## config.mk

```make
export PLATFORM = sky130hd
export DESIGN_NAME = bisection_square_root_unit_flat
export DESIGN_NICKNAME = d
export VERILOG_FILES = /design/src/rtl/bsr_pkg.sv /design/src/rtl/bsr_stream_if.sv /design/src/rtl/bsr_datapath.sv /design/src/rtl/bsr_ctrl.sv /design/src/rtl/bisection_square_root_unit.sv /design/src/flat_wrapper.sv
export SDC_FILE = /design/constraint.sdc
export NUM_CORES = 2
export LEC_CHECK = 0
export BUFFER_PORTS_ARGS = -buffer_cell sky130_fd_sc_hd__buf_2
export CAP_MARGIN = 10
export CORE_MARGIN = 2
export CORE_UTILIZATION = 40
export CTS_CLUSTER_DIAMETER = 60
export DETAILED_ROUTE_END_ITERATION = 16
export PLACE_DENSITY = 0.59
export REMOVE_ABC_BUFFERS = 1
export SLEW_MARGIN = 20
export SYNTH_ARGS = -nofsm -noshare
export SYNTH_HDL_FRONTEND = slang
export SYNTH_HIERARCHICAL = 1
export SYNTH_SLANG_ARGS = --single-unit
```

## constraint.sdc

```tcl
create_clock -name clk_i -period 10.9 [get_ports clk_i]
set_input_delay 1.09 -clock clk_i [delete_from_list [all_inputs] [get_ports clk_i]]
set_output_delay 1.09 -clock clk_i [all_outputs]
set_load 0.02 [all_outputs]
```

## src/rtl/bsr_pkg.sv

```systemverilog
package bsr_pkg;

  localparam int unsigned MAX_STEPS = 48;
  localparam int unsigned FRAC_BITS = 16;
  localparam int unsigned DATA_W    = 32;
  localparam int unsigned STEP_W    = 7;
  localparam int unsigned SQ_W      = 2 * DATA_W;

  localparam logic [DATA_W-1:0] TOL_RESET = 32'd6554;

  typedef struct packed {
    logic [DATA_W-1:0] value;
  } in_t;

  typedef struct packed {
    logic [DATA_W-1:0] root;
    logic              from_upper;
    logic [STEP_W-1:0] step_count;
    logic              converged;
  } out_t;

  typedef struct packed {
    logic [DATA_W-1:0] tolerance;
  } cfg_t;

  // Controller to datapath
  typedef struct packed {
    logic load;     // take a new value, open the interval
    logic mult;     // square the selected operand
    logic sel_hi;   // operand is the upper end, else the midpoint
    logic eval;     // test both ends, form the first midpoint
    logic step;     // one halving step
    logic capture;  // latch the result beat
  } cmd_t;

  // Datapath to controller
  typedef struct packed {
    logic done;
  } status_t;

  // |sq - v2| <= tol2, all three at twice the fraction bits
  function automatic logic within_tol(logic [SQ_W-1:0] sq, logic [SQ_W-1:0] v2,
                                      logic [SQ_W-1:0] tol2);
    logic [SQ_W-1:0] diff;
    diff = (sq >= v2) ? (sq - v2) : (v2 - sq);
    return diff <= tol2;
  endfunction

endpackage

```

## src/rtl/bsr_stream_if.sv

```systemverilog
interface bsr_stream_if #(
  parameter type payload_t = logic
);
  logic     valid;
  logic     ready;
  payload_t payload;

  modport source (output valid, output payload, input ready);
  modport sink   (input valid, input payload, output ready);
endinterface

```

## src/rtl/bsr_datapath.sv

```systemverilog
module bsr_datapath #(
  parameter int unsigned MaxSteps = bsr_pkg::MAX_STEPS,
  parameter int unsigned FracBits = bsr_pkg::FRAC_BITS
) (
  input  logic                         clk_i,
  input  logic                         rst_ni,
  input  bsr_pkg::cmd_t                cmd_i,
  output bsr_pkg::status_t             status_o,
  input  logic [bsr_pkg::DATA_W-1:0]   value_i,
  input  logic                         cfg_we_i,
  input  logic [bsr_pkg::DATA_W-1:0]   cfg_tol_i,
  output bsr_pkg::out_t                result_o
);

  localparam int unsigned DW = bsr_pkg::DATA_W;
  localparam int unsigned SW = bsr_pkg::SQ_W;
  localparam logic [SW-1:0] OneFixed = SW'(1) << FracBits;

  logic [DW-1:0]            tol_q;
  logic [DW-1:0]            value_q;
  logic [DW-1:0]            lo_q, hi_q, mid_q;
  logic [SW-1:0]            prod_q;
  logic                     lo_ok_q, hi_ok_q;
  logic [bsr_pkg::STEP_W-1:0] steps_q;
  bsr_pkg::out_t            result_q;

  logic [SW-1:0] v2, tol2, prod_d;
  logic [DW-1:0] op, hi_init;
  logic [DW:0]   sum_first, sum_lo_side, sum_hi_side;
  logic          mid_below, mid_ok;

  // Work at twice the fraction bits so that no compare rounds
  assign v2   = SW'(value_q) << FracBits;
  assign tol2 = SW'(tol_q) << FracBits;

  assign hi_init = (SW'(value_i) > OneFixed) ? value_i : OneFixed[DW-1:0];

  assign op     = cmd_i.sel_hi ? hi_q : mid_q;
  assign prod_d = SW'(op) * SW'(op);

  assign sum_first   = {1'b0, lo_q}  + {1'b0, hi_q};
  // Both candidate midpoints of the next step, picked by the compare
  assign sum_lo_side = {1'b0, lo_q}  + {1'b0, mid_q};
  assign sum_hi_side = {1'b0, mid_q} + {1'b0, hi_q};

  assign mid_below = prod_q < v2;
  assign mid_ok    = bsr_pkg::within_tol(prod_q, v2, tol2);

  always_ff @(posedge clk_i or negedge rst_ni) begin
    if (!rst_ni) begin
      tol_q   <= bsr_pkg::TOL_RESET;
      lo_q    <= '0;
      hi_q    <= '0;
      steps_q <= '0;
      lo_ok_q <= 1'b0;
      hi_ok_q <= 1'b0;
    end else begin
      if (cfg_we_i) begin
        tol_q <= cfg_tol_i;
      end
      if (cmd_i.load) begin
        lo_q    <= '0;
        hi_q    <= hi_init;
        steps_q <= '0;
        lo_ok_q <= 1'b0;
        hi_ok_q <= 1'b0;
      end else if (cmd_i.eval) begin
        lo_ok_q <= bsr_pkg::within_tol('0, v2, tol2);
        hi_ok_q <= mid_ok;
      end else if (cmd_i.step) begin
        steps_q <= steps_q + 1'b1;
        if (mid_below) begin
          lo_q    <= mid_q;
          lo_ok_q <= mid_ok;
        end else begin
          hi_q    <= mid_q;
          hi_ok_q <= mid_ok;
        end
      end
    end
  end

  always_ff @(posedge clk_i) begin
    if (cmd_i.load) begin
      value_q <= value_i;
    end
    if (cmd_i.mult) begin
      prod_q <= prod_d;
    end
    if (cmd_i.eval) begin
      mid_q <= sum_first[DW:1];
    end else if (cmd_i.step) begin
      mid_q <= mid_below ? sum_hi_side[DW:1] : sum_lo_side[DW:1];
    end
    if (cmd_i.capture) begin
      result_q.root       <= (lo_ok_q || !hi_ok_q) ? lo_q : hi_q;
      result_q.from_upper <= !lo_ok_q && hi_ok_q;
      result_q.step_count <= steps_q;
      result_q.converged  <= lo_ok_q || hi_ok_q;
    end
  end

  assign status_o.done = lo_ok_q || hi_ok_q ||
                         (steps_q >= bsr_pkg::STEP_W'(MaxSteps));
  assign result_o = result_q;

  a_steps_capped: assert property (@(posedge clk_i) disable iff (!rst_ni)
    steps_q <= bsr_pkg::STEP_W'(MaxSteps))
    else $error("step counter ran past the cap");

  a_interval_ordered: assert property (@(posedge clk_i) disable iff (!rst_ni)
    lo_q <= hi_q)
    else $error("lower end above upper end");

endmodule

```

## src/rtl/bsr_ctrl.sv

```systemverilog
module bsr_ctrl (
  input  logic              clk_i,
  input  logic              rst_ni,
  input  logic              in_valid_i,
  output logic              in_ready_o,
  output logic              out_valid_o,
  input  logic              out_ready_i,
  input  bsr_pkg::status_t  status_i,
  output bsr_pkg::cmd_t     cmd_o
);

  typedef enum logic [4:0] {
    S_IDLE   = 5'b00001,
    S_SQ_HI  = 5'b00010,
    S_EVAL   = 5'b00100,
    S_MULT   = 5'b01000,
    S_UPDATE = 5'b10000
  } state_e;

  state_e state_q, state_d;
  logic   out_valid_q, out_valid_d;

  always_comb begin
    cmd_o       = '0;
    state_d     = state_q;
    out_valid_d = out_valid_q && !out_ready_i;
    case (state_q)
      S_IDLE: begin
        if (in_valid_i) begin
          cmd_o.load = 1'b1;
          state_d    = S_SQ_HI;
        end
      end
      S_SQ_HI: begin
        cmd_o.mult   = 1'b1;
        cmd_o.sel_hi = 1'b1;
        state_d      = S_EVAL;
      end
      S_EVAL: begin
        cmd_o.eval = 1'b1;
        state_d    = S_MULT;
      end
      S_MULT: begin
        cmd_o.mult = 1'b1;
        if (!status_i.done) begin
          state_d = S_UPDATE;
        end else if (!out_valid_q || out_ready_i) begin
          // hold here while the previous beat is still unclaimed
          cmd_o.capture = 1'b1;
          out_valid_d   = 1'b1;
          state_d       = S_IDLE;
        end
      end
      S_UPDATE: begin
        cmd_o.step = 1'b1;
        state_d    = S_MULT;
      end
      default: begin
        state_d = S_IDLE;
      end
    endcase
  end

  always_ff @(posedge clk_i or negedge rst_ni) begin
    if (!rst_ni) begin
      state_q     <= S_IDLE;
      out_valid_q <= 1'b0;
    end else begin
      state_q     <= state_d;
      out_valid_q <= out_valid_d;
    end
  end

  assign in_ready_o  = (state_q == S_IDLE);
  assign out_valid_o = out_valid_q;

  a_capture_when_done: assert property (@(posedge clk_i) disable iff (!rst_ni)
    cmd_o.capture |-> status_i.done && (!out_valid_q || out_ready_i))
    else $error("result latched before the search finished or over a waiting beat");

  a_accept_starts: assert property (@(posedge clk_i) disable iff (!rst_ni)
    (in_valid_i && in_ready_o) |=> (state_q == S_SQ_HI))
    else $error("accepted beat did not start a search");

endmodule

```

## src/rtl/bisection_square_root_unit.sv

```systemverilog
// Channel  Role    Payload                                      Beat taken when
// in_i     sink    value (32b, unsigned Q16.16)                 valid && ready
// out_o    source  root, from_upper, step_count, converged      valid && ready
// cfg_i    sink    tolerance (32b, unsigned Q16.16)             valid && ready
//
// Occupancy: an item holds the unit from its acceptance to the earliest next
//   acceptance, taking n halving steps (at most MaxSteps); no new value is
//   taken before its search is done. Each step is one pass through the
//   single 32x32 squarer plus a compare-and-update.
// Reset: rst_ni clears the controller, the interval and the tolerance
//   (back to 0.1); no clearing pass is needed.
// Stalls: a new value is taken as soon as the unit is idle, even while the
//   last result waits on out_o; a search that finishes then holds until that
//   beat is taken. cfg_i is always ready.
module bisection_square_root_unit #(
  parameter int unsigned MaxSteps = bsr_pkg::MAX_STEPS,
  parameter int unsigned FracBits = bsr_pkg::FRAC_BITS
) (
  input logic   clk_i,
  input logic   rst_ni,
  bsr_stream_if.sink   in_i,
  bsr_stream_if.source out_o,
  bsr_stream_if.sink   cfg_i
);

  bsr_pkg::cmd_t    cmd;
  bsr_pkg::status_t status;
  bsr_pkg::out_t    result;

  // Tolerance writes land directly in the datapath register
  assign cfg_i.ready = 1'b1;

  bsr_ctrl u_ctrl (
    .clk_i       (clk_i),
    .rst_ni      (rst_ni),
    .in_valid_i  (in_i.valid),
    .in_ready_o  (in_i.ready),
    .out_valid_o (out_o.valid),
    .out_ready_i (out_o.ready),
    .status_i    (status),
    .cmd_o       (cmd)
  );

  // Squarer, interval ends, tolerance flags and the result register
  bsr_datapath #(
    .MaxSteps (MaxSteps),
    .FracBits (FracBits)
  ) u_datapath (
    .clk_i     (clk_i),
    .rst_ni    (rst_ni),
    .cmd_i     (cmd),
    .status_o  (status),
    .value_i   (in_i.payload.value),
    .cfg_we_i  (cfg_i.valid),
    .cfg_tol_i (cfg_i.payload.tolerance),
    .result_o  (result)
  );

  assign out_o.payload = result;

endmodule

```

## src/flat_wrapper.sv

```systemverilog
// flat-port wrapper written by rule: the top's interface ports become plain ports
module bisection_square_root_unit_flat 
#(
  parameter int unsigned MaxSteps = bsr_pkg::MAX_STEPS,
  parameter int unsigned FracBits = bsr_pkg::FRAC_BITS
)
  (clk_i, rst_ni, in_i_valid, in_i_payload, in_i_ready, out_o_valid, out_o_payload, out_o_ready, cfg_i_valid, cfg_i_payload, cfg_i_ready);
  bsr_stream_if #(.payload_t(bsr_pkg::in_t)) in_i_i ();
  bsr_stream_if #(.payload_t(bsr_pkg::out_t)) out_o_i ();
  bsr_stream_if #(.payload_t(bsr_pkg::cfg_t)) cfg_i_i ();
  input logic clk_i;
  input logic rst_ni;
  input wire logic [$bits(in_i_i.valid)-1:0] in_i_valid;
  input wire logic [$bits(in_i_i.payload)-1:0] in_i_payload;
  output wire logic [$bits(in_i_i.ready)-1:0] in_i_ready;
  output wire logic [$bits(out_o_i.valid)-1:0] out_o_valid;
  output wire logic [$bits(out_o_i.payload)-1:0] out_o_payload;
  input wire logic [$bits(out_o_i.ready)-1:0] out_o_ready;
  input wire logic [$bits(cfg_i_i.valid)-1:0] cfg_i_valid;
  input wire logic [$bits(cfg_i_i.payload)-1:0] cfg_i_payload;
  output wire logic [$bits(cfg_i_i.ready)-1:0] cfg_i_ready;
  assign in_i_i.valid = in_i_valid;
  assign in_i_i.payload = in_i_payload;
  assign in_i_ready = in_i_i.ready;
  assign out_o_valid = out_o_i.valid;
  assign out_o_payload = out_o_i.payload;
  assign out_o_i.ready = out_o_ready;
  assign cfg_i_i.valid = cfg_i_valid;
  assign cfg_i_i.payload = cfg_i_payload;
  assign cfg_i_ready = cfg_i_i.ready;
  bisection_square_root_unit #(.MaxSteps(MaxSteps), .FracBits(FracBits)) u_core (.clk_i(clk_i), .rst_ni(rst_ni), .in_i(in_i_i), .out_o(out_o_i), .cfg_i(cfg_i_i));
endmodule
```

==> out/metrics.cfg <==
[route]
num_vias = 37968
vias_per_cell = 5.40
wl_per_cell_um = 23.1
drt-initial-drc-count = 3373
drt_wl_total_um = 162000
drt-pass1-iter-count = 5
drc = 0
drtAntennaViolNets = 0

[clock_network]
cts_hold_buf = 0
cts_tree = yes
clkLatencyLatePin_ns = 0.56
clk_path_buf_depth = 3
htreeDepth = 2
clockRootBuffer = clkbuf_16
cts.sinks = 279
cts-buffers-inserted = 37
postCtsSetupBuffers = 0
clkSlewWorstSetupHoldPaths_ns = 0.06
ctsResizeCount = 0

[die]
die-area_um2 = 125000
row_count = 128
core_um2 = 122000
ios = 113
fp.dieH_um = 354
die_w_um = 354
initial_core_util_pct = 40.3

[yosys]
ys_async_sr_fraction_pct = 39.8
yosys.area_share.simple_pct = 11.4
synthTopCellsByArea = fa_1, ha_1, edfxtp_1
ys_seq_elements = 279
synth_top_family_by_area = adder cells
yosys.area_share.adder_pct = 44.8
synth_edf_count = 168
yosys_warnings = 6
synth-main-ff-cell = edfxtp_1
netlist_top_cells_count = inv_1, fa_1, nor2_1
syn-cell-area_um2 = 48900
synth_compound_area_share_pct = 11.3
yosysSeqAreaShare_pct = 16.0
synth.distinct_cells = 82
synthXorXnorAreaFrac_pct = 3.40
synth_cells = 5346
synth_area_leader_cell = fa_1
synthMuxAreaShare_pct = 2.89
syn_area_per_cell_um2 = 9.16
post-synth-top-count-cell = inv_1
synth_top_area_share_pct = 32.5

[sta]
setup_viol = 0
max_freq_mhz = 96.4
relSlewSlack_pct = 24.8
slew_viol_final = 0
tightest_slew_ns = 1.12
hold_viol = 0
fin_setup_tns_ns = 0
finalClockSkew_ns = 0.0417
finalCritPeriodShare_pct = 95.2
period_needed_ns = 10.38
holdWs_ns = 0.508
grt_setup_unrepaired = false

[setup_path]
r2r_slack_ns = 0.52
rr_worst_depth = 29
cpMostUsedCell = fa_1
cp_slowest_cell = mux2_2
crit_fanout = 19
cp-start-kind = flop
required_ns = 11.17
end_kind = flop
max_stage_delay_ns = 0.73
crit_type = flop to flop
rr_startpoint = u_core/u_ctrl/state_q[2]$_DFFE_PN0P_
r2r_end = u_core/u_datapath/prod_q[59]$_DFFE_PP_
crit_arrival_ns = 10.65

[global_route]
grt_pass1_wl_um = 248000
antenna_found_initial = 0
grt_overflow = 0
grt_max_degree = 82
track_usage_pct = 26.2
grt_pass1_vias = 39690

[finish]
final.fill_count = 11914
area_growth_pct = 7.86
drive_above_1_share_pct = 7.60
utilization_pct = 43.4
nNetsFinal = 6724
design_area_um2 = 52800

[job]
drv_cap = 0

[worst_hold_path]
hp-class = flop to flop
min_from = u_core/u_datapath/steps_q[6]$_DFFE_PN0P_
hold_depth = 0
whs_endpoint = u_core/u_datapath/result_o[7]$_DFFE_PP_

[run_status]
outcome = complete, no violations

[place]
dp_hpwl_um = 134000
gp_congestion = 1.00
place_area_um2 = 51600
port-buffer-count = 111

worst max-delay path: cells and delay by family (launching register included):
kind	cells	cell delay, ns
buf+inv	6	1.15
simple gates	8	2.21
compound gates	4	1.08
fa+ha+maj	9	4.22
xor+xnor	1	0.17
flops	1	0.46
mux	1	0.73
layout make-up:
| type | count | area [um2] | area share, % |
|---|---|---|---|
| multi-input combinational | 3741 | 36300 | 68.8 |
| inverter | 1131 | 4250 | 8.04 |
| antenna | 1 | 2.50 | 0.00474 |
| clock inverter | 17 | 210 | 0.398 |
| clock buffer | 50 | 1030 | 1.94 |
| tap | 1625 | 2030 | 3.85 |
| timing repair buffer | 189 | 1140 | 2.17 |
| sequential | 279 | 7830 | 14.8 |
worst max path at each step:
stage                                               startpoint                                     end  slack [ns]
final                     u_core/u_ctrl/state_q[2]$_DFFE_PN0P_  u_core/u_datapath/prod_q[59]$_DFFE_PP_        0.52
after global routing      u_core/u_ctrl/state_q[2]$_DFFE_PN0P_  u_core/u_datapath/prod_q[59]$_DFFE_PP_        0.11
after CTS                 u_core/u_ctrl/state_q[2]$_DFFE_PN0P_  u_core/u_datapath/prod_q[59]$_DFFE_PP_        0.62
after detailed placement  u_core/u_ctrl/state_q[2]$_DFFE_PN0P_  u_core/u_datapath/prod_q[59]$_DFFE_PP_        0.67
after global placement    u_core/u_ctrl/state_q[2]$_DFFE_PN0P_  u_core/u_datapath/prod_q[59]$_DFFE_PP_        0.74
after floorplan           u_core/u_ctrl/state_q[2]$_DFFE_PN0P_  u_core/u_datapath/prod_q[57]$_DFFE_PP_        0.15
through the flow:
| step | worst slack [ns] | cells |
|---|---|---|
| CTS | 0.620 | 7032 |
| global placement | 0.743 | 6965 |
| floorplan | 0.149 | 5151 |
| detailed placement | 0.673 | 6965 |
| global route | 0.106 | 7032 |
| finish | 0.521 | 7033 |
state kept, by name, indices dropped and copies added, names as in the netlist:
signal,count
u_core/u_datapath/hi_ok_q,1
u_core/u_ctrl/state_q,5
u_core/u_datapath/hi_q,32
u_core/u_datapath/lo_ok_q,1
u_core/u_datapath/value_q,32
u_core/u_datapath/lo_q,32
u_core/u_datapath/result_o,41
u_core/u_datapath/tol_q,32
u_core/u_ctrl/out_valid_o,1
u_core/u_datapath/steps_q,7
u_core/u_datapath/prod_q,63
u_core/u_datapath/mid_q,32
layout by cell type (no fill, tap or decap), types with 24 or more instances in the layout:
cell type  synthesis  routed
edfxtp_1         168     168
mux2i_1           43      24
nor2b_1           32      31
a21o_1           120     120
nor3_1            51      50
nand2_1          432     432
buf_2             11     110
mux2_2            86      86
a31oi_1           26      25
nand4_1           49      49
a211oi_1          26      26
o21a_1            30      30
nand2b_1          28      27
nand3_1           46      46
inv_1           1120    1120
buf_4              1      79
xnor2_1          117     117
nor2_1           491     491
dfrtp_1          103     103
o21bai_1          44      44
or2_2             24      24
a21oi_1          267     267
o21ai_0          197     197
xor2_1            73      73
ha_1             482     482
nor4_1            28      27
a22o_1            33      33
fa_1             794     794
clkbuf_16          0      38
per-layer routing:
layer	share of wire, %	track usage (%)	wire (um)
met1	43	36.4	70400
met2	45	41.9	73100
met3	7.5	3.50	12100
met5	0	0	0
met4	4.0	8.90	6510
logic make-up after synthesis:
| group | after synthesis |
|---|---|
| multiplexers | 130 |
| AO/OA/AOI/OAI | 876 |
| buffers and inverters | 1326 |
| AND/OR/NAND/NOR | 1268 |
| flip-flops | 279 |
| adder cells (fa/ha/maj) | 1276 |
| XOR/XNOR | 190 |
| other | 1 |
Power is not shown: default switching activity piles up to over one toggle a cycle in this logic, so the estimate is an artifact.
